===== config.mk =====
export PLATFORM = sky130hd
export DESIGN_NAME = bitmask_dictionary_code_decompressor_unit
export DESIGN_NICKNAME = d
export VERILOG_FILES = /design/src/bdcd_pkg.sv /design/src/bitmask_dictionary_code_decompressor_unit.sv
export SDC_FILE = /design/constraint.sdc
export NUM_CORES = 1
export LEC_CHECK = 0
export ABC_AREA = 1
export BUFFER_PORTS_ARGS = -buffer_cell sky130_fd_sc_hd__buf_2
export CAP_MARGIN = 20
export CORE_ASPECT_RATIO = 1.1
export CORE_MARGIN = 5
export CORE_UTILIZATION = 55
export CTS_CLUSTER_DIAMETER = 30
export CTS_CLUSTER_SIZE = 25
export DETAILED_ROUTE_END_ITERATION = 6
export MAX_ROUTING_LAYER = met4
export PLACE_DENSITY = 0.72
export SLEW_MARGIN = 20
export SYNTH_ARGS = -nofsm -noshare
export SYNTH_HDL_FRONTEND = slang
export SYNTH_SLANG_ARGS = --single-unit

===== constraint.sdc =====
create_clock -name clock -period 6.64 [get_ports clock]
set_input_delay 0.996 -clock clock [delete_from_list [all_inputs] [get_ports clock]]
set_output_delay 0.996 -clock clock [all_outputs]
set_load 0.01 [all_outputs]

===== src/bdcd_pkg.sv =====
// Package for the bitmask dictionary code decompressor.
// Holds field widths, stream packing offsets, the command codes and the flip helper.
// No dependencies.
`default_nettype none

package bdcd_pkg;

   // Field widths
   localparam int WORD_W   = 32;
   localparam int CMD_W    = 4;
   localparam int REPS_W   = 3;
   localparam int POS_W    = 5;
   localparam int MASK_W   = 4;
   localparam int INDEX_W  = 4;
   localparam int POSX_W   = POS_W + 1;   // position plus small offset

   // Request tdata packing, lowest bit first
   localparam int RAW_LSB   = 0;
   localparam int REPS_LSB  = RAW_LSB + WORD_W;
   localparam int POSA_LSB  = REPS_LSB + REPS_W;
   localparam int POSB_LSB  = POSA_LSB + POS_W;
   localparam int MASK_LSB  = POSB_LSB + POS_W;
   localparam int INDEX_LSB = MASK_LSB + MASK_W;
   localparam int REQ_BITS  = INDEX_LSB + INDEX_W;
   localparam int REQ_DATA_W = ((REQ_BITS + 7) / 8) * 8;
   localparam int RSP_DATA_W = WORD_W;

   // Record commands
   typedef enum logic [CMD_W-1:0] {
      CMD_RAW        = 4'd0,
      CMD_REPEAT     = 4'd1,
      CMD_MASK       = 4'd2,
      CMD_FLIP_ONE   = 4'd3,
      CMD_FLIP_TWO   = 4'd4,
      CMD_FLIP_FOUR  = 4'd5,
      CMD_FLIP_PAIR  = 4'd6,
      CMD_DIRECT     = 4'd7,
      CMD_DICT_WRITE = 4'd8
   } cmd_type;

   // One-hot flip pattern for an MSB-first position; positions past the LSB give zero
   function automatic logic [WORD_W-1:0] pos_bit(input logic [POSX_W-1:0] pos);
      logic [WORD_W-1:0] m;
      m = '0;
      for (int k = 0; k < WORD_W; k++) begin
         m[k] = (pos == POSX_W'(WORD_W - 1 - k));
      end
      return m;
   endfunction

endpackage

`default_nettype wire


===== src/bitmask_dictionary_code_decompressor_unit.sv =====
// Bitmask dictionary code decompressor top level; depends on bdcd_pkg.
// A record's request beat is registered in the input stage, and its word then in the output register.
// Throughput: one record per cycle while the response channel is not stalled; a repeat record holds
// the input stage while it sends repeat_count + 1 words, one word per cycle; writes and unused commands emit nothing.
// Reset clears the stage valids, the repeat counter and the previous word;
// the dictionary memory is not cleared and reads undefined until written.
`default_nettype none

module bitmask_dictionary_code_decompressor_unit #(
   parameter int DICT_DEPTH = 16
) (
   input  wire logic                          clock,
   input  wire logic                          reset,
   // Request channel
   input  wire logic                          req_tvalid,
   output logic                               req_tready,
   // tdata: raw_word[31:0], repeat_count[34:32], position_a[39:35],
   //        position_b[44:40], mask_bits[48:45], dict_index[52:49], zero pad
   input  wire logic [bdcd_pkg::REQ_DATA_W-1:0] req_tdata,
   // tuser: cmd[3:0]
   input  wire logic [bdcd_pkg::CMD_W-1:0]    req_tuser,
   // Response channel
   output logic                               rsp_tvalid,
   input  wire logic                          rsp_tready,
   // tdata: out_word[31:0]
   output logic [bdcd_pkg::RSP_DATA_W-1:0]    rsp_tdata,
   // tlast: last_of_run
   output logic                               rsp_tlast
);

   import bdcd_pkg::*;

   localparam int AW = (DICT_DEPTH > 1) ? $clog2(DICT_DEPTH) : 1;

   // Request field unpack
   logic                  req_accept;
   logic [CMD_W-1:0]      req_cmd;
   logic [WORD_W-1:0]     req_raw;
   logic [REPS_W-1:0]     req_reps;
   logic [POS_W-1:0]      req_pos_a;
   logic [POS_W-1:0]      req_pos_b;
   logic [MASK_W-1:0]     req_mask;
   logic [INDEX_W-1:0]    req_index;
   logic [AW+INDEX_W-1:0] req_index_ext;
   logic [AW-1:0]         req_addr;
   logic                  req_in_range;

   assign req_accept    = req_tvalid && req_tready;
   assign req_cmd       = req_tuser;
   assign req_raw       = req_tdata[RAW_LSB +: WORD_W];
   assign req_reps      = req_tdata[REPS_LSB +: REPS_W];
   assign req_pos_a     = req_tdata[POSA_LSB +: POS_W];
   assign req_pos_b     = req_tdata[POSB_LSB +: POS_W];
   assign req_mask      = req_tdata[MASK_LSB +: MASK_W];
   assign req_index     = req_tdata[INDEX_LSB +: INDEX_W];
   assign req_index_ext = {{AW{1'b0}}, req_index};
   assign req_addr      = req_index_ext[AW-1:0];
   assign req_in_range  = req_index_ext < (AW+INDEX_W)'(DICT_DEPTH);

   // Dictionary memory: written and read on the request beat
   logic [WORD_W-1:0] dict_mem [DICT_DEPTH];
   logic [WORD_W-1:0] dict_rd_ff;

   always_ff @(posedge clock) begin
      if (req_accept && req_cmd == CMD_DICT_WRITE && req_in_range) begin
         dict_mem[req_addr] <= req_raw;
      end
   end

   always_ff @(posedge clock) begin
      if (req_accept) begin
         dict_rd_ff <= dict_mem[req_addr];
      end
   end

   // Input stage registers
   logic                 s1_valid_ff, s1_valid_in;
   logic [CMD_W-1:0]     s1_cmd_ff;
   logic [WORD_W-1:0]    s1_raw_ff;
   logic [REPS_W-1:0]    s1_reps_ff;
   logic [POS_W-1:0]     s1_pos_a_ff;
   logic [POS_W-1:0]     s1_pos_b_ff;
   logic [MASK_W-1:0]    s1_mask_ff;
   logic                 s1_in_range_ff;
   logic [REPS_W-1:0]    rep_cnt_ff, rep_cnt_in;

   always_ff @(posedge clock) begin
      if (req_accept) begin
         s1_cmd_ff      <= req_cmd;
         s1_raw_ff      <= req_raw;
         s1_reps_ff     <= req_reps;
         s1_pos_a_ff    <= req_pos_a;
         s1_pos_b_ff    <= req_pos_b;
         s1_mask_ff     <= req_mask;
         s1_in_range_ff <= req_in_range;
      end
   end

   // Word rebuild from the staged record
   logic [POSX_W-1:0] pa0, pa1, pa2, pa3, pb0;
   logic [WORD_W-1:0] base_word;
   logic [WORD_W-1:0] flip_mask;
   logic [WORD_W-1:0] prev_word_ff, prev_word_in;
   logic [WORD_W-1:0] s1_word;
   logic              s1_emits;
   logic              s1_is_repeat;

   assign pa0 = {1'b0, s1_pos_a_ff};
   assign pa1 = pa0 + POSX_W'(1);
   assign pa2 = pa0 + POSX_W'(2);
   assign pa3 = pa0 + POSX_W'(3);
   assign pb0 = {1'b0, s1_pos_b_ff};
   assign base_word = s1_in_range_ff ? dict_rd_ff : '0;

   always_comb begin
      flip_mask    = '0;
      s1_word      = base_word;
      s1_emits     = 1'b1;
      s1_is_repeat = 1'b0;
      case (s1_cmd_ff)
         CMD_RAW: begin
            s1_word = s1_raw_ff;
         end
         CMD_REPEAT: begin
            s1_word      = prev_word_ff;
            s1_is_repeat = 1'b1;
         end
         CMD_MASK: begin
            flip_mask = ({WORD_W{s1_mask_ff[3]}} & pos_bit(pa0))
                      ^ ({WORD_W{s1_mask_ff[2]}} & pos_bit(pa1))
                      ^ ({WORD_W{s1_mask_ff[1]}} & pos_bit(pa2))
                      ^ ({WORD_W{s1_mask_ff[0]}} & pos_bit(pa3));
            s1_word   = base_word ^ flip_mask;
         end
         CMD_FLIP_ONE: begin
            flip_mask = pos_bit(pa0);
            s1_word   = base_word ^ flip_mask;
         end
         CMD_FLIP_TWO: begin
            flip_mask = pos_bit(pa0) ^ pos_bit(pa1);
            s1_word   = base_word ^ flip_mask;
         end
         CMD_FLIP_FOUR: begin
            flip_mask = pos_bit(pa0) ^ pos_bit(pa1) ^ pos_bit(pa2) ^ pos_bit(pa3);
            s1_word   = base_word ^ flip_mask;
         end
         CMD_FLIP_PAIR: begin
            // same position twice cancels out
            flip_mask = pos_bit(pa0) ^ pos_bit(pb0);
            s1_word   = base_word ^ flip_mask;
         end
         CMD_DIRECT: begin
            s1_word = base_word;
         end
         default: begin
            // dictionary write and unused codes produce no word
            s1_emits = 1'b0;
         end
      endcase
   end

   // Stage handoff control
   logic out_free;
   logic s1_fire;
   logic s1_last;
   logic s1_done;

   assign out_free = !rsp_tvalid || rsp_tready;
   assign s1_fire  = s1_valid_ff && s1_emits && out_free;
   assign s1_last  = !s1_is_repeat || (rep_cnt_ff == s1_reps_ff);
   assign s1_done  = s1_valid_ff && (!s1_emits || (out_free && s1_last));
   assign req_tready = !s1_valid_ff || s1_done;

   always_comb begin
      if (req_accept) begin
         s1_valid_in = 1'b1;
      end else if (s1_done) begin
         s1_valid_in = 1'b0;
      end else begin
         s1_valid_in = s1_valid_ff;
      end
   end

   always_comb begin
      if (s1_done) begin
         rep_cnt_in = '0;
      end else if (s1_fire) begin
         rep_cnt_in = rep_cnt_ff + REPS_W'(1);
      end else begin
         rep_cnt_in = rep_cnt_ff;
      end
   end

   // Previous word follows every non-repeat word sent out
   assign prev_word_in = (s1_fire && !s1_is_repeat) ? s1_word : prev_word_ff;

   always_ff @(posedge clock) begin
      if (reset) begin
         s1_valid_ff  <= 1'b0;
         rep_cnt_ff   <= '0;
         prev_word_ff <= '0;
      end else begin
         s1_valid_ff  <= s1_valid_in;
         rep_cnt_ff   <= rep_cnt_in;
         prev_word_ff <= prev_word_in;
      end
   end

   // Output register
   logic              rsp_valid_ff, rsp_valid_in;
   logic [WORD_W-1:0] rsp_word_ff;
   logic              rsp_last_ff;

   assign rsp_valid_in = out_free ? s1_fire : rsp_valid_ff;

   always_ff @(posedge clock) begin
      if (reset) begin
         rsp_valid_ff <= 1'b0;
      end else begin
         rsp_valid_ff <= rsp_valid_in;
      end
   end

   always_ff @(posedge clock) begin
      if (s1_fire) begin
         rsp_word_ff <= s1_word;
         rsp_last_ff <= s1_last;
      end
   end

   assign rsp_tvalid = rsp_valid_ff;
   assign rsp_tdata  = rsp_word_ff;
   assign rsp_tlast  = rsp_last_ff;

endmodule

`default_nettype wire

* Word-level counts from Yosys, hierarchy flattened *
Memory sizes are Yosys's and may differ from the RTL's. A register that Yosys moved wholly into a read port is not among the register bits.
Index checks and enable logic that the tools add are counted.

operators by class
  add/sub/neg operators = 4
  order comparisons = 1
  equality and inequality tests = 164
  muxes and demuxes = 8
  bitwise operators = 16
  reduce and logical (&&, ||, !) cells = 25

operators by type and width
  kind                                                                           count
  32-bit bitwise XOR                                                             12
  6-bit by 5-bit equality test with 1-bit output (second input constant)         48
  32-bit one-hot mux with 7 select lines                                         1
  5-bit equality test (second input constant)                                    32
  6-bit by 4-bit equality test with 1-bit output (second input constant)         24
  32-bit bitwise AND                                                             4
  5-bit by 4-bit equality test with 1-bit output (second input constant)         16
  6-bit by 3-bit equality test with 1-bit output (second input constant)         12
  5-bit by 3-bit equality test with 1-bit output (second input constant)         8
  6-bit by 2-bit equality test with 1-bit output (second input constant)         6
  32-bit 2-to-1 mux                                                              1
  6-bit zero test                                                                5
  5-bit by 2-bit equality test with 1-bit output (second input constant)         4
  6-bit by 1-bit equality test with 1-bit output (second input constant)         3
  4-bit by 3-bit equality test with 1-bit output (second input constant)         4
  5-bit by 2-bit adder with 6-bit output (second input constant)                 2
  5-bit by 1-bit equality test with 1-bit output (second input constant)         2
  4-bit by 2-bit equality test with 1-bit output (second input constant)         2
  1-bit logical AND                                                              8
  8-bit OR reduction                                                             1
  5-bit by 1-bit adder with 6-bit output (second input constant)                 1
  1-bit 2-to-1 mux                                                               6
  4-bit by 5-bit less-than comparator with 1-bit output (second input constant)  1
  4-bit by 1-bit equality test with 1-bit output (second input constant)         1
  other kinds (8)                                                                14

storage, ports and cells
  flip-flop bits (word level) = 124
  bits in writable memories = 512
  bits of input ports = 64
  output and inout bits = 35
  logic and storage cells = 232
  memories = 1

memory list
  name      depth  bits a word  rd ports  clocked after Yosys merged registers in  write ports  RTL line                                         RTL
  dict_mem  16     32           1         1                                        1            bitmask_dictionary_code_decompressor_unit.sv:61  logic [WORD_W-1:0] dict_mem [DICT_DEPTH];

* Longest topological paths before layout *
Gate-level depths: netlist of the first run.

  depth in word-level cells = 13
  gate-level depth with buffers = 20
  depth with buffers taken out = 19

* Worst setup path after synthesis of the first run *
Ideal clock, no wire load.

  kind = input port to flip-flop
  from = input rsp_tready
  to = register dict_rd_ff[0] (read register of dict_mem), enable pin
  library setup time = 530 ps
  data arrival time = 4,841 ps
  path slack = 1,268 ps
  cell stages on the path = 6
  path buffers = 0
  path through = nor2_1 > inv_1 > nand2_1 > nand2_1 > nor2_1 > nor2_1

between the ends
  cells in the longest elaborated chain, start to end = 6

ends and longest elaborated chain
  what               RTL line                                          RTL
  start, declared    bitmask_dictionary_code_decompressor_unit.sv:24   input wire logic rsp_tready,
  1-bit logical OR   bitmask_dictionary_code_decompressor_unit.sv:168  assign out_free = !rsp_tvalid || rsp_tready;
  1-bit logical AND  bitmask_dictionary_code_decompressor_unit.sv:171  assign s1_done = s1_valid_ff && (!s1_emits || (out_free && s1_last));
  1-bit logical OR   bitmask_dictionary_code_decompressor_unit.sv:171
  1-bit logical AND  bitmask_dictionary_code_decompressor_unit.sv:171
  1-bit logical OR   bitmask_dictionary_code_decompressor_unit.sv:172  assign req_tready = !s1_valid_ff || s1_done;
  1-bit logical AND  bitmask_dictionary_code_decompressor_unit.sv:48   assign req_accept = req_tvalid && req_tready;
  net req_accept     bitmask_dictionary_code_decompressor_unit.sv:36   logic req_accept;
  end, declared      bitmask_dictionary_code_decompressor_unit.sv:62   logic [WORD_W-1:0] dict_rd_ff;

The timed path passes the listed nets, and every way through them passes these cells.
A chain may end at the register's enable or synchronous reset.

* Worst setup path in the final report of the first run *
  from = register s1_reps_ff[2]
  to = memory dict_mem[9][2], enable pin

between the ends
  cells in the longest elaborated chain, start to end = 11

ends and longest elaborated chain
  what                                    RTL line                                          RTL
  start, declared                         bitmask_dictionary_code_decompressor_unit.sv:80   logic [REPS_W-1:0] s1_reps_ff;
  start signal, assigned                  bitmask_dictionary_code_decompressor_unit.sv:91   s1_reps_ff <= req_reps;
  3-bit equality test                     bitmask_dictionary_code_decompressor_unit.sv:170  assign s1_last = !s1_is_repeat || (rep_cnt_ff == s1_reps_ff);
  1-bit logical OR                        bitmask_dictionary_code_decompressor_unit.sv:170
  net s1_last                             bitmask_dictionary_code_decompressor_unit.sv:165  logic s1_last;
  1-bit logical AND                       bitmask_dictionary_code_decompressor_unit.sv:171
  1-bit logical OR                        bitmask_dictionary_code_decompressor_unit.sv:171
  1-bit logical AND                       bitmask_dictionary_code_decompressor_unit.sv:171
  1-bit logical OR                        bitmask_dictionary_code_decompressor_unit.sv:172
  1-bit logical AND                       bitmask_dictionary_code_decompressor_unit.sv:48
  1-bit logical AND (2 in series)         bitmask_dictionary_code_decompressor_unit.sv:65   if (req_accept && req_cmd == CMD_DICT_WRITE && req_in_range) begin
  1-bit 2-to-1 mux                        bitmask_dictionary_code_decompressor_unit.sv:65
  1-bit 2-to-1 mux (implied by the code)  bitmask_dictionary_code_decompressor_unit.sv:66   dict_mem[req_addr] <= req_raw;
  end, declared                           bitmask_dictionary_code_decompressor_unit.sv:61

The timed path passes the listed nets, and every way through them passes these cells.

==> metrics.md, run 1 <==
| Metric | Value |
|---|---|
| Status | `complete, no violations` |
| Synth async-reset ratio | `0` |
| R2R Setup Slk | `2730 ps` |
| CTS resizes | `0` |
| Worst Path Buf+Inv | `1` |
| Largest net degree at the start of global routing | `69` |
| Slew margin rel. | `0.2447` |
| # hold bufs at CTS | `0` |
| I/O Buffers | `95` |
| Worst setup margin | `2734 ps` |
| Initial core utilization | `0.5560` |
| Remaining Overflow, GRT | `0` |
| Hold path startpoint | `rep_cnt_ff[1]` |
| Antenna violations before repair | `5` |
| # clock sinks | `667` |
| Adder-cell share of the synthesized area | `0.002576` |
| Setup Skew | `44.53 ps` |
| Number of max-cap violations | `0` |
| Sequential cell area fraction in the yosys report | `0.6747` |
| Crit path launch type | `register` |
| First-pass GRT wire length | `135.6 mm` |
| Mean Syn Cell Area | `11.36 um^2` |
| Syn Nets | `2634` |
| CP arrival | `4220 ps` |
| Yosys top cell area share | `0.6492` |
| HP Class | `reg2reg` |
| Top-count cell post-synth | `edfxtp_1` |
| Mux contribution to synthesized area | `0` |
| Crit path kind | `reg2reg` |
| Synth warn | `0` |
| Total number of vias | `21806` |
| Fillers | `3909` |
| EDFF count, synth | `630` |
| Largest family of logic cells by synthesized area | `simple AND/OR/NAND/NOR gates` |
| Measured slew at the worst slew-check pin | `1132 ps` |
| Share of layout cells above drive strength 1 | `0.1380` |
| TritonRoute pass-1 iters | `6` |
| Cell Area, Synth | `0.02914 mm^2` |
| Switching power share of the total | `0.2352` |
| RSZ-0062 raised after global routing | `no` |
| Max Fclk | `256.0 MHz` |
| Layout area overhead | `16.76%` |
| Simple-Gate Fraction of Synth Area | `0.1394` |
| Clock latency on the worst-skew pair | `660 ps` |
| Required @ worst endpoint | `6950 ps` |
| DR DRC count | `0` |
| Yosys reg bits | `667` |
| Wire per inst | `26.84 um` |
| Post-synthesis xor/xnor area fraction | `0.002705` |
| H-tree depth | `3` |
| Detailed placer's ending HPWL | `56.94 mm` |
| Cell Chain, Critical Path | `xor2_1 -> o31ai_1 -> nand2_1 -> nand2_1 -> nor2_1 -> nor4_2 -> nand2_1 -> nor2_4 -> buf_4` |
| Area occupied by multi-input gates | `0.008437 mm^2` |
| Cell area power density | `322.0 mW/mm^2` |
| Final clock period utilization by the worst path | `0.5883` |
| Worst-case clock buffer depth | `3` |
| Final setup violation count | `0` |
| Gate power share | `0.070` |
| Gr usage total | `0.3233` |
| Overall power | `0.01096 W` |
| Post-synth top flop | `edfxtp_1` |
| Post-synth top cells | `630 x edfxtp_1, 458 x nand2_1, 259 x a22oi_1` |
| Reg-to-Reg Start | `s1_reps_ff[2]` |
| CTS tree | `yes` |
| Slew Viols, Final | `0` |
| Clk slew on worst S/H paths | `50 ps` |
| Leak Pwr | `12.24 nW` |
| Cts bufs inserted | `103` |
| Post-route minimum period | `3906 ps` |
| Crit. Startpoint | `s1_reps_ff[2]` |
| Clock Power Share | `0.498` |
| Post-synthesis compound-gate area fraction | `0.1385` |
| DP Worst Slack | `2455 ps` |
| Sequential group share of total power | `0.432` |
| Via density | `6.343` |
| DR iter-0 viols | `2610` |
| NumNets Final | `2743` |
| Routability-driven placement congestion ratio | `0.9991` |
| I/O pin total | `99` |
| # rows | `88` |
| Synth unique cells | `39` |
| Final Hold Viols | `0` |
| Slowest-stage cell, CP | `nor2_4` |
| Die footprint | `0.05769 mm^2` |
| Die H | `251.4 um` |
| Wirelength, routed | `92.26 mm` |
| Pint | `0.008379 W` |
| Crit path max-delay family | `simple AND/OR/NAND/NOR gates` |
| CP max stage delay | `840 ps` |
| Crit-path max FO | `21` |
| Area leader, netlist | `edfxtp_1` |
| Fin Setup TNS | `0 ps` |
| Cells after Synth | `2564` |
| ANT nets after route | `0` |
| Sequential cell area | `0.01966 mm^2` |
| CORE AREA | `0.05241 mm^2` |
| Post-CTS setup buffers | `0` |
| Die W | `229.5 um` |
| Root Buffer | `clkbuf_16` |
| Worst vdd ir | `0.3049 mV` |
| Top cells by area, synth | `edfxtp_1 65%, a22oi_1 6.7%, nand2_1 5.9%` |
| CP dominant cell by count | `nand2_1` |
| Sw power | `0.002577 W` |
| Worst setup EP type | `register` |
| Vias in the first global route | `21120` |
[worst min-delay path, cell delays in order, from the launching register on]
cell	delay [ps]
dfxtp_1	330
nand2_1	70
a21oi_1	50
[layout make-up]
| type | count | share of cell area |
|---|---|---|
| diodes | 3 | 0.0002207 |
| clock buffers | 124 | 0.08047 |
| clock inverters | 68 | 0.02468 |
| inverters | 163 | 0.01820 |
| multi-input cells | 1592 | 0.2480 |
| flip-flops and latches | 667 | 0.5778 |
| well taps | 675 | 0.02482 |
| repair buffers | 146 | 0.02582 |
[per-stage QoR]
step	cell area, um^2	hold slack, ps	cells	utilization
floorplan	29140	468.5	2564	-
global placement	30410	478.5	3242	0.5802
detailed placement	30410	498.5	3242	0.5802
CTS	33990	504.5	3434	0.6485
global route	34020	506.5	3438	0.6492
finish	34020	507.3	3438	0.6492
[final timing paths]
path	to	cells after the start
max	dict_mem[9][2]	9
min	rep_cnt_ff[1]	2
max reg2reg	dict_mem[9][2]	9
min reg2reg	rep_cnt_ff[1]	2
[registers in the layout (all words and copies together), names as in the netlist, 3 cells and up]
| register | count |
|---|---|
| s1_mask_ff | 4 |
| s1_reps_ff | 3 |
| s1_raw_ff | 32 |
| s1_cmd_ff | 4 |
| prev_word_ff | 32 |
| rep_cnt_ff | 3 |
| s1_pos_b_ff | 5 |
| dict_rd_ff | 32 |
| s1_pos_a_ff | 5 |
| rsp_tdata | 32 |
| dict_mem | 512 |
[power groups by stage]
stage	clock [W]	sequential (W)	combinational, W
after floorplan	0	0.00480	0.000442
after global placement	0	0.00481	0.000741
after CTS	0.00549	0.00473	0.000757
after global routing	0.00573	0.00473	0.000831
after detailed placement	0	0.00481	0.000753
final	0.00545	0.00473	0.000771
[layer usage]
metal | global-route usage | part of all wire | up-vias
li1 | - | - | 9706
met1 | 0.4249 | 0.39 | 10674
met2 | 0.5071 | 0.48 | 1206
met3 | 0.05154 | 0.086 | 220
met4 | 0.1402 | 0.047 | 0
met5 | - | 0 | -
[cells in the final DEF, fill, tap and decap left out, types with 7 or more instances in the layout]
cell / count
a21oi_1: 227
clkinv_1: 19
nand2_2: 11
clkinv_2: 14
nor2_4: 26
edfxtp_1: 630
xor2_1: 9
inv_1: 145
a22oi_1: 259
bufinv_16: 14
o22ai_1: 15
clkbuf_16: 104
inv_6: 11
clkbuf_1: 14
a221oi_1: 32
nand3_1: 180
buf_4: 50
dfxtp_1: 37
o21ai_1: 9
or4_1: 32
a31oi_1: 7
o21ai_0: 86
nor2_2: 8
nor3_1: 25
buf_2: 95
nand4_1: 20
inv_2: 9
nand2_1: 455
nor2_1: 164
[logic make-up (layout without fill, tap and decap cells)]
group | Yosys count | after routing
flip-flops | 667 | 667
AND/OR/NAND/NOR | 933 | 933
adder cells (fa/ha/maj) | 6 | 6
AO/OA/AOI/OAI | 644 | 644
other | 0 | 3
buffers and inverters | 305 | 501
XOR/XNOR | 9 | 9
(Power assumes the default switching activity.)
==> run 2: changes to the inputs <==
--- a/config.mk
+++ b/config.mk
@@ -15,7 +15,7 @@
 export CTS_CLUSTER_SIZE = 25
 export DETAILED_ROUTE_END_ITERATION = 6
 export MAX_ROUTING_LAYER = met4
-export PLACE_DENSITY = 0.72
+export PLACE_DENSITY = 0.75
 export SLEW_MARGIN = 20
 export SYNTH_ARGS = -nofsm -noshare
 export SYNTH_HDL_FRONTEND = slang
==> constraint.sdc (replaced) <==
create_clock -name clock -period 3.2 [get_ports clock]
set_input_delay 0.48 -clock clock [delete_from_list [all_inputs] [get_ports clock]]
set_output_delay 0.48 -clock clock [all_outputs]
set_load 0.01 [all_outputs]
==> run 2 against run 1 <==
Net effect:
- combinational power up 130%
- via count up 2.0%
- clock skew rose by 15 ps
- register-to-register slack worse by 2500 ps
- non-clock buffer count is 141 higher
- utilization rose by 3.0 points
- clock power up 110%
- sequential power rose by 110%
- critical endpoint is now rsp_tdata[23]
- largest power group unchanged
==> metrics.md, run 2 (same netlist as run 1, synthesis figures left out) <==
| Metric | Value |
|---|---|
| Largest net degree at the start of global routing | `85 (+23%)` |
| Layout area overhead | `22.22%` |
| Cts bufs inserted | `104 (+0.97%)` |
| Post-route minimum period | `2991 ps (-915.8 ps)` |
| Worst vdd ir | `0.7257 mV (+140%)` |
| First-pass GRT wire length | `138.8 mm (+2.3%)` |
| Die footprint | `0.05769 mm^2 (unchanged)` |
| NumNets Final | `2885 (+5.2%)` |
| CTS tree | `yes` |
| Cell area power density | `641.0 mW/mm^2 (+99%)` |
| Remaining Overflow, GRT | `0 (unchanged)` |
| Max reg flops | `512 (unchanged)` |
| Final clock period utilization by the worst path | `0.9345 (+0.3462)` |
| Clock latency on the worst-skew pair | `650 ps (about the same)` |
| Status | `complete, no violations` |
| Crit-path max FO | `7 (-67%)` |
| Biggest register | `dict_mem` |
| RSZ-0062 raised after global routing | `no` |
| Leak Pwr | `13.04 nW (+6.5%)` |
| Setup Skew | `59.86 ps (+15.33 ps)` |
| Root Buffer | `clkbuf_16` |
| Sequential cell area | `0.01966 mm^2 (unchanged)` |
| Via density | `6.218 (-2.0%)` |
| I/O Buffers | `95 (unchanged)` |
| # rows | `88 (unchanged)` |
| Antenna violations before repair | `1 (-4)` |
| Crit path launch type | `register` |
| Most common cell after layout, fill and taps aside | `edfxtp_1` |
| Total number of vias | `22242 (+2.0%)` |
| Initial core utilization | `0.5560 (unchanged)` |
| Placed Cells | `3366 (+3.8%)` |
| # hold bufs at CTS | `18 (+18)` |
| Max Fclk | `334.4 MHz (+31%)` |
| Slew Viols, Final | `0 (unchanged)` |
| Non-Filler Instances | `3577 (+4.0%)` |
| CORE AREA | `0.05241 mm^2 (unchanged)` |
| Routability-driven placement congestion ratio | `1.003 (+0.37%)` |
| Hold Crit Depth | `1 (-1)` |
| Final setup violation count | `0 (unchanged)` |
| Die W | `229.5 um (unchanged)` |
| Slew margin rel. | `0.2890 (+0.04433)` |
| Area occupied by multi-input gates | `0.008428 mm^2 (-0.10%)` |
| Ant diodes | `0 (-3)` |
| Fin Setup TNS | `0 ps (unchanged)` |
| Placed Area | `0.03185 mm^2 (+4.7%)` |
| TritonRoute pass-1 iters | `6 (unchanged)` |
| Fillers | `3649 (-6.7%)` |
| Crit path kind | `reg2reg` |
| I/O pin total | `99 (unchanged)` |
| Most frequent cells in the layout | `630 x edfxtp_1, 456 x nand2_1, 259 x a22oi_1, 229 x a21oi_1, 180 x nand3_1` |
| Number of max-cap violations | `0 (unchanged)` |
| Worst setup EP type | `register` |
| Wire per inst | `26.19 um (-2.4%)` |
| Reg2reg path depth | `15 (+6)` |
| Vias in the first global route | `21845 (+3.4%)` |
| DR iter-0 viols | `2948 (+13%)` |
| HP Class | `in2reg` |
| CTS resizes | `0 (unchanged)` |
| R2R Setup Slk | `210 ps (-2520 ps)` |
| Worst-case clock buffer depth | `3 (unchanged)` |
| Measured slew at the worst slew-check pin | `1067 ps (-65.25 ps)` |
| H-tree depth | `3 (unchanged)` |
| DR DRC count | `0 (unchanged)` |
| Gr usage total | `0.3286 (+0.005274)` |
| Required @ worst endpoint | `3530 ps (-3420 ps)` |
| Clk slew on worst S/H paths | `50 ps (about the same)` |
| ANT nets after route | `0 (unchanged)` |
| Post-route cell area | `0.03561 mm^2 (+4.7%)` |
| # clock sinks | `667 (unchanged)` |
| Wirelength, routed | `93.67 mm (+1.5%)` |
| Die H | `251.4 um (unchanged)` |
| Detailed placer's ending HPWL | `61.05 mm (+7.2%)` |
| CP arrival | `3320 ps (-900 ps)` |
| Final Hold Viols | `0 (unchanged)` |
| Share of layout cells above drive strength 1 | `0.1768 (+0.03873)` |
| Post-CTS setup buffers | `0 (unchanged)` |
## run 2: power breakdown
group	total, W	internal [W]	switching (W)
combinational	0.00176	0.000524	0.00124
clock	0.0113	0.00694	0.00433
sequential	0.00979	0.00972	0.0000766
total	0.0228	0.0172	0.00565
## run 2: stage by stage
step | utilization | hold WS, ps | setup slack (ps) | power, W
global route | 0.6795 | 6.483 | 15.69 | 0.02356
CTS | 0.6794 | 0.6336 | 197.4 | 0.02288
detailed placement | 0.6077 | 514.7 | 262.2 | 0.01167
finish | 0.6795 | 24.80 | 209.5 | 0.02283
global placement | 0.6077 | 479.6 | 236.8 | 0.01164
floorplan | - | 468.5 | -127.4 | 0.01086
## run 2: worst max-delay path: stages, from the launching register on
cell and delay, ps:
edfxtp_1 570, ha_1 300, nand2_1 170, xor2_1 340, nor2_1 100, buf_4 160, a21oi_1 250, nand3_1 120
nand2_1 70, nand2_1 70, nand2_1 70, nand2_1 50, nand3_1 110, nand2_1 70, o21ai_1 110, inv_1 130
## run 2: cell type report
class	count	area share
Clock buffer	109	0.07389
Clock inverter	84	0.02656
Inverter	163	0.01732
Multi-Input combinational cell	1592	0.2367
Sequential cell	667	0.5520
Tap cell	675	0.02372
Timing Repair Buffer	287	0.06985
## run 2: worst paths after layout
kind | from | endpoint
worst max-delay path | s1_pos_a_ff[1] | rsp_tdata[23]
worst max register to register | s1_pos_a_ff[1] | rsp_tdata[23]
worst min register to register | rep_cnt_ff[0] | rep_cnt_ff[0]
worst min-delay path | req_tuser[3] | s1_cmd_ff[3]
## run 2: routing by layer
metal / vias up / share of wire / GRT usage
met5: - / 0 / -
li1: 9992 / - / -
met2: 1213 / 0.50 / 0.5452
met1: 10842 / 0.38 / 0.4181
met3: 195 / 0.079 / 0.04963
met4: 0 / 0.036 / 0.1167
==> run 3: changes to the inputs <==
--- a/config.mk
+++ b/config.mk
@@ -11,6 +11,7 @@
 export CORE_ASPECT_RATIO = 1.1
 export CORE_MARGIN = 5
 export CORE_UTILIZATION = 55
+export CTS_BUF_LIST = sky130_fd_sc_hd__clkbuf_16
 export CTS_CLUSTER_DIAMETER = 30
 export CTS_CLUSTER_SIZE = 25
 export DETAILED_ROUTE_END_ITERATION = 6
==> run 3 against run 2 <==
Net effect:
- the run now ends with design-rule violations left
- utilization hardly changed
- clock power hardly changed
- power hardly changed
- design area hardly changed
- final cell count hardly changed
- via count is 0.15% higher
- die area stayed put
- wire length is 0.18% higher
- flip-flop and latch count stayed put
- non-clock buffer count stayed put
- clock-buffer cell count is 5 lower
- critical path depth stayed put
- largest power group unchanged
==> metrics.md, run 3 (same netlist as run 1, synthesis figures left out) <==
| Metric | Value |
|---|---|
| Status | `finished with violations` |
| Failing checks | `design-rule violations` |
| Die H | `251.4 um (unchanged)` |
| CORE AREA | `0.05241 mm^2 (unchanged)` |
| # rows | `88 (unchanged)` |
| DR DRC count | `2 (+2)` |
| I/O Buffers | `95 (unchanged)` |
| Measured slew at the worst slew-check pin | `1076 ps (+9.184 ps)` |
| HP Class | `in2reg` |
| H-tree depth | `3 (unchanged)` |
| Worst-case clock buffer depth | `3 (unchanged)` |
| Wire per inst | `26.23 um (+0.15%)` |
| Slew margin rel. | `0.2829 (-0.006123)` |
| Total number of vias | `22276 (+0.15%)` |
| Wirelength, routed | `93.84 mm (+0.18%)` |
| R2R Setup Slk | `190 ps (-20 ps)` |
| Die footprint | `0.05769 mm^2 (unchanged)` |
| First-pass GRT wire length | `138.7 mm (about the same)` |
| Worst vdd ir | `0.7272 mV (+0.22%)` |
| Share of layout cells above drive strength 1 | `0.1764 (-0.0003446)` |
| Max Fclk | `332.2 MHz (-0.66%)` |
| Final clock period utilization by the worst path | `0.9408 (+0.006219)` |
| Antenna violations before repair | `1 (unchanged)` |
| R2r endpoint | `rsp_tdata[23]` |
| Final Hold Viols | `0 (unchanged)` |
| Worst setup EP type | `register` |
| Gr usage total | `0.3288 (about the same)` |
| I/O pin total | `99 (unchanged)` |
| CTS resizes | `0 (unchanged)` |
| End of the worst hold path | `s1_cmd_ff[3]` |
| RSZ-0062 raised after global routing | `no` |
| Required @ worst endpoint | `3530 ps (about the same)` |
| Routability-driven placement congestion ratio | `1.003 (unchanged)` |
| # clock sinks | `667 (unchanged)` |
| Cell area power density | `640.8 mW/mm^2 (about the same)` |
| CTS tree | `yes` |
| Cts bufs inserted | `104 (unchanged)` |
| TritonRoute pass-1 iters | `7 (+1)` |
| NumNets Final | `2885 (unchanged)` |
| Largest net degree at the start of global routing | `85 (unchanged)` |
| Reg2reg path depth | `15 (unchanged)` |
| Fin Setup TNS | `0 ps (unchanged)` |
| Fillers | `3645 (-0.11%)` |
| Leak Pwr | `13.05 nW (about the same)` |
| DR iter-0 viols | `2850 (-3.3%)` |
| Clk slew on worst S/H paths | `50 ps (about the same)` |
| Die W | `229.5 um (unchanged)` |
| Max reg flops | `512 (unchanged)` |
| Via density | `6.226 (+0.12%)` |
| Vias in the first global route | `21858 (+0.060%)` |
| Hold WS | `24.50 ps (-0.3022 ps)` |
| Clock latency on the worst-skew pair | `660 ps (about the same)` |
| Most common cell after layout, fill and taps aside | `edfxtp_1` |
| Final setup violation count | `0 (unchanged)` |
| Biggest register | `dict_mem` |
| Reg-to-Reg Start | `s1_pos_a_ff[1]` |
| Post-CTS setup buffers | `0 (unchanged)` |
| Most frequent cells in the layout | `630 x edfxtp_1, 456 x nand2_1, 259 x a22oi_1, 229 x a21oi_1, 180 x nand3_1` |
| Post-route minimum period | `3010 ps (+19.90 ps)` |
| Crit path launch type | `register` |
| Overall power | `0.02281 W (about the same)` |
| Crit-path max FO | `7 (unchanged)` |
| Root Buffer | `clkbuf_16` |
| CP arrival | `3340 ps (+20 ps)` |
| Remaining Overflow, GRT | `0 (unchanged)` |
| Number of max-cap violations | `0 (unchanged)` |
| Hold Crit Depth | `1 (unchanged)` |
| Initial core utilization | `0.5560 (unchanged)` |
| Setup Skew | `58.74 ps (-1.123 ps)` |
| Slew Viols, Final | `0 (unchanged)` |
| Hold path startpoint | `req_tuser[3]` |
| ANT nets after route | `0 (unchanged)` |
| Layout area overhead | `22.19% (about the same)` |
| Crit path kind | `reg2reg` |
| Detailed placer's ending HPWL | `61.05 mm (unchanged)` |
-- run 3: changes by cell type in the layout (fill, tap and decap cells not counted), sizes merged --
cell | previous run | this run
clkbuf | 109 | 104
clkinv | 45 | 46
diode | 0 | 1
inv | 179 | 183
-- run 3: where the power goes --
group          switching (W)  total, W  internal [W]  leakage [nW]
Combinational        0.00124   0.00177      0.000524          5.28
Clock                0.00436    0.0113       0.00690          1.72
Sequential         0.0000764   0.00979       0.00972          6.04
-- run 3: final cells by class --
type | count | area [um^2] | share of cell area
clock buffers | 104 | 2603 | 0.07309
multi-input cells | 1592 | 8428 | 0.2367
well taps | 675 | 844.6 | 0.02372
repair buffers | 287 | 2487 | 0.06986
diodes | 1 | 2.502 | 0.00007028
inverters | 163 | 616.8 | 0.01732
clock inverters | 89 | 964.7 | 0.02709
flip-flops and latches | 667 | 19660 | 0.5521
-- run 3: worst max-delay path by stage --
stage                        start              to  slack (ps)
finish              s1_pos_a_ff[1]   rsp_tdata[23]         190
global route        s1_pos_a_ff[1]    rsp_tdata[5]          20
CTS                 s1_pos_a_ff[1]   rsp_tdata[23]         200
detailed placement  s1_pos_a_ff[1]   rsp_tdata[29]         260
global placement    s1_pos_a_ff[1]   rsp_tdata[23]         240
floorplan            s1_reps_ff[2]  dict_mem[0][0]        -130
-- run 3: critical path, cell delays in order, from the launching register on --
cell and delay [ps]:
edfxtp_1 570, ha_1 300, nand2_1 170, xor2_1 340, nor2_1 100, buf_4 160
a21oi_1 260, nand3_1 120, nand2_1 70, nand2_1 70, nand2_1 70, nand2_1 50
nand3_1 120, nand2_1 70, o21ai_1 110, inv_1 130
-- run 3: metrics by stage --
| stage | cells | setup slack, ps | cell area, um^2 | util |
|---|---|---|---|---|
| after global placement | 3366 | 236.8 | 31850 | 0.6077 |
| after global routing | 3578 | 15.60 | 35610 | 0.6794 |
| after detailed placement | 3366 | 262.2 | 31850 | 0.6077 |
| after CTS | 3577 | 197.4 | 35600 | 0.6792 |
| after floorplan | 2564 | -127.4 | 29150 | - |
| final | 3578 | 189.6 | 35610 | 0.6794 |
-- run 3: per-layer routing --
| metal | track usage | routed length (um) | up-vias |
|---|---|---|---|
| li1 | - | - | 9990 |
| met1 | 0.4192 | 35560 | 10772 |
| met4 | 0.1200 | 3549 | 0 |
| met5 | - | 0 | - |
| met2 | 0.5451 | 47040 | 1302 |
| met3 | 0.04715 | 7695 | 212 |
-- run 3: repair_timing --
item / in CTS / in global routing
endpoints found under the hold margin: 18 / 0
hold buffers: 18 / 0
setup endpoints to repair: 0 / 0
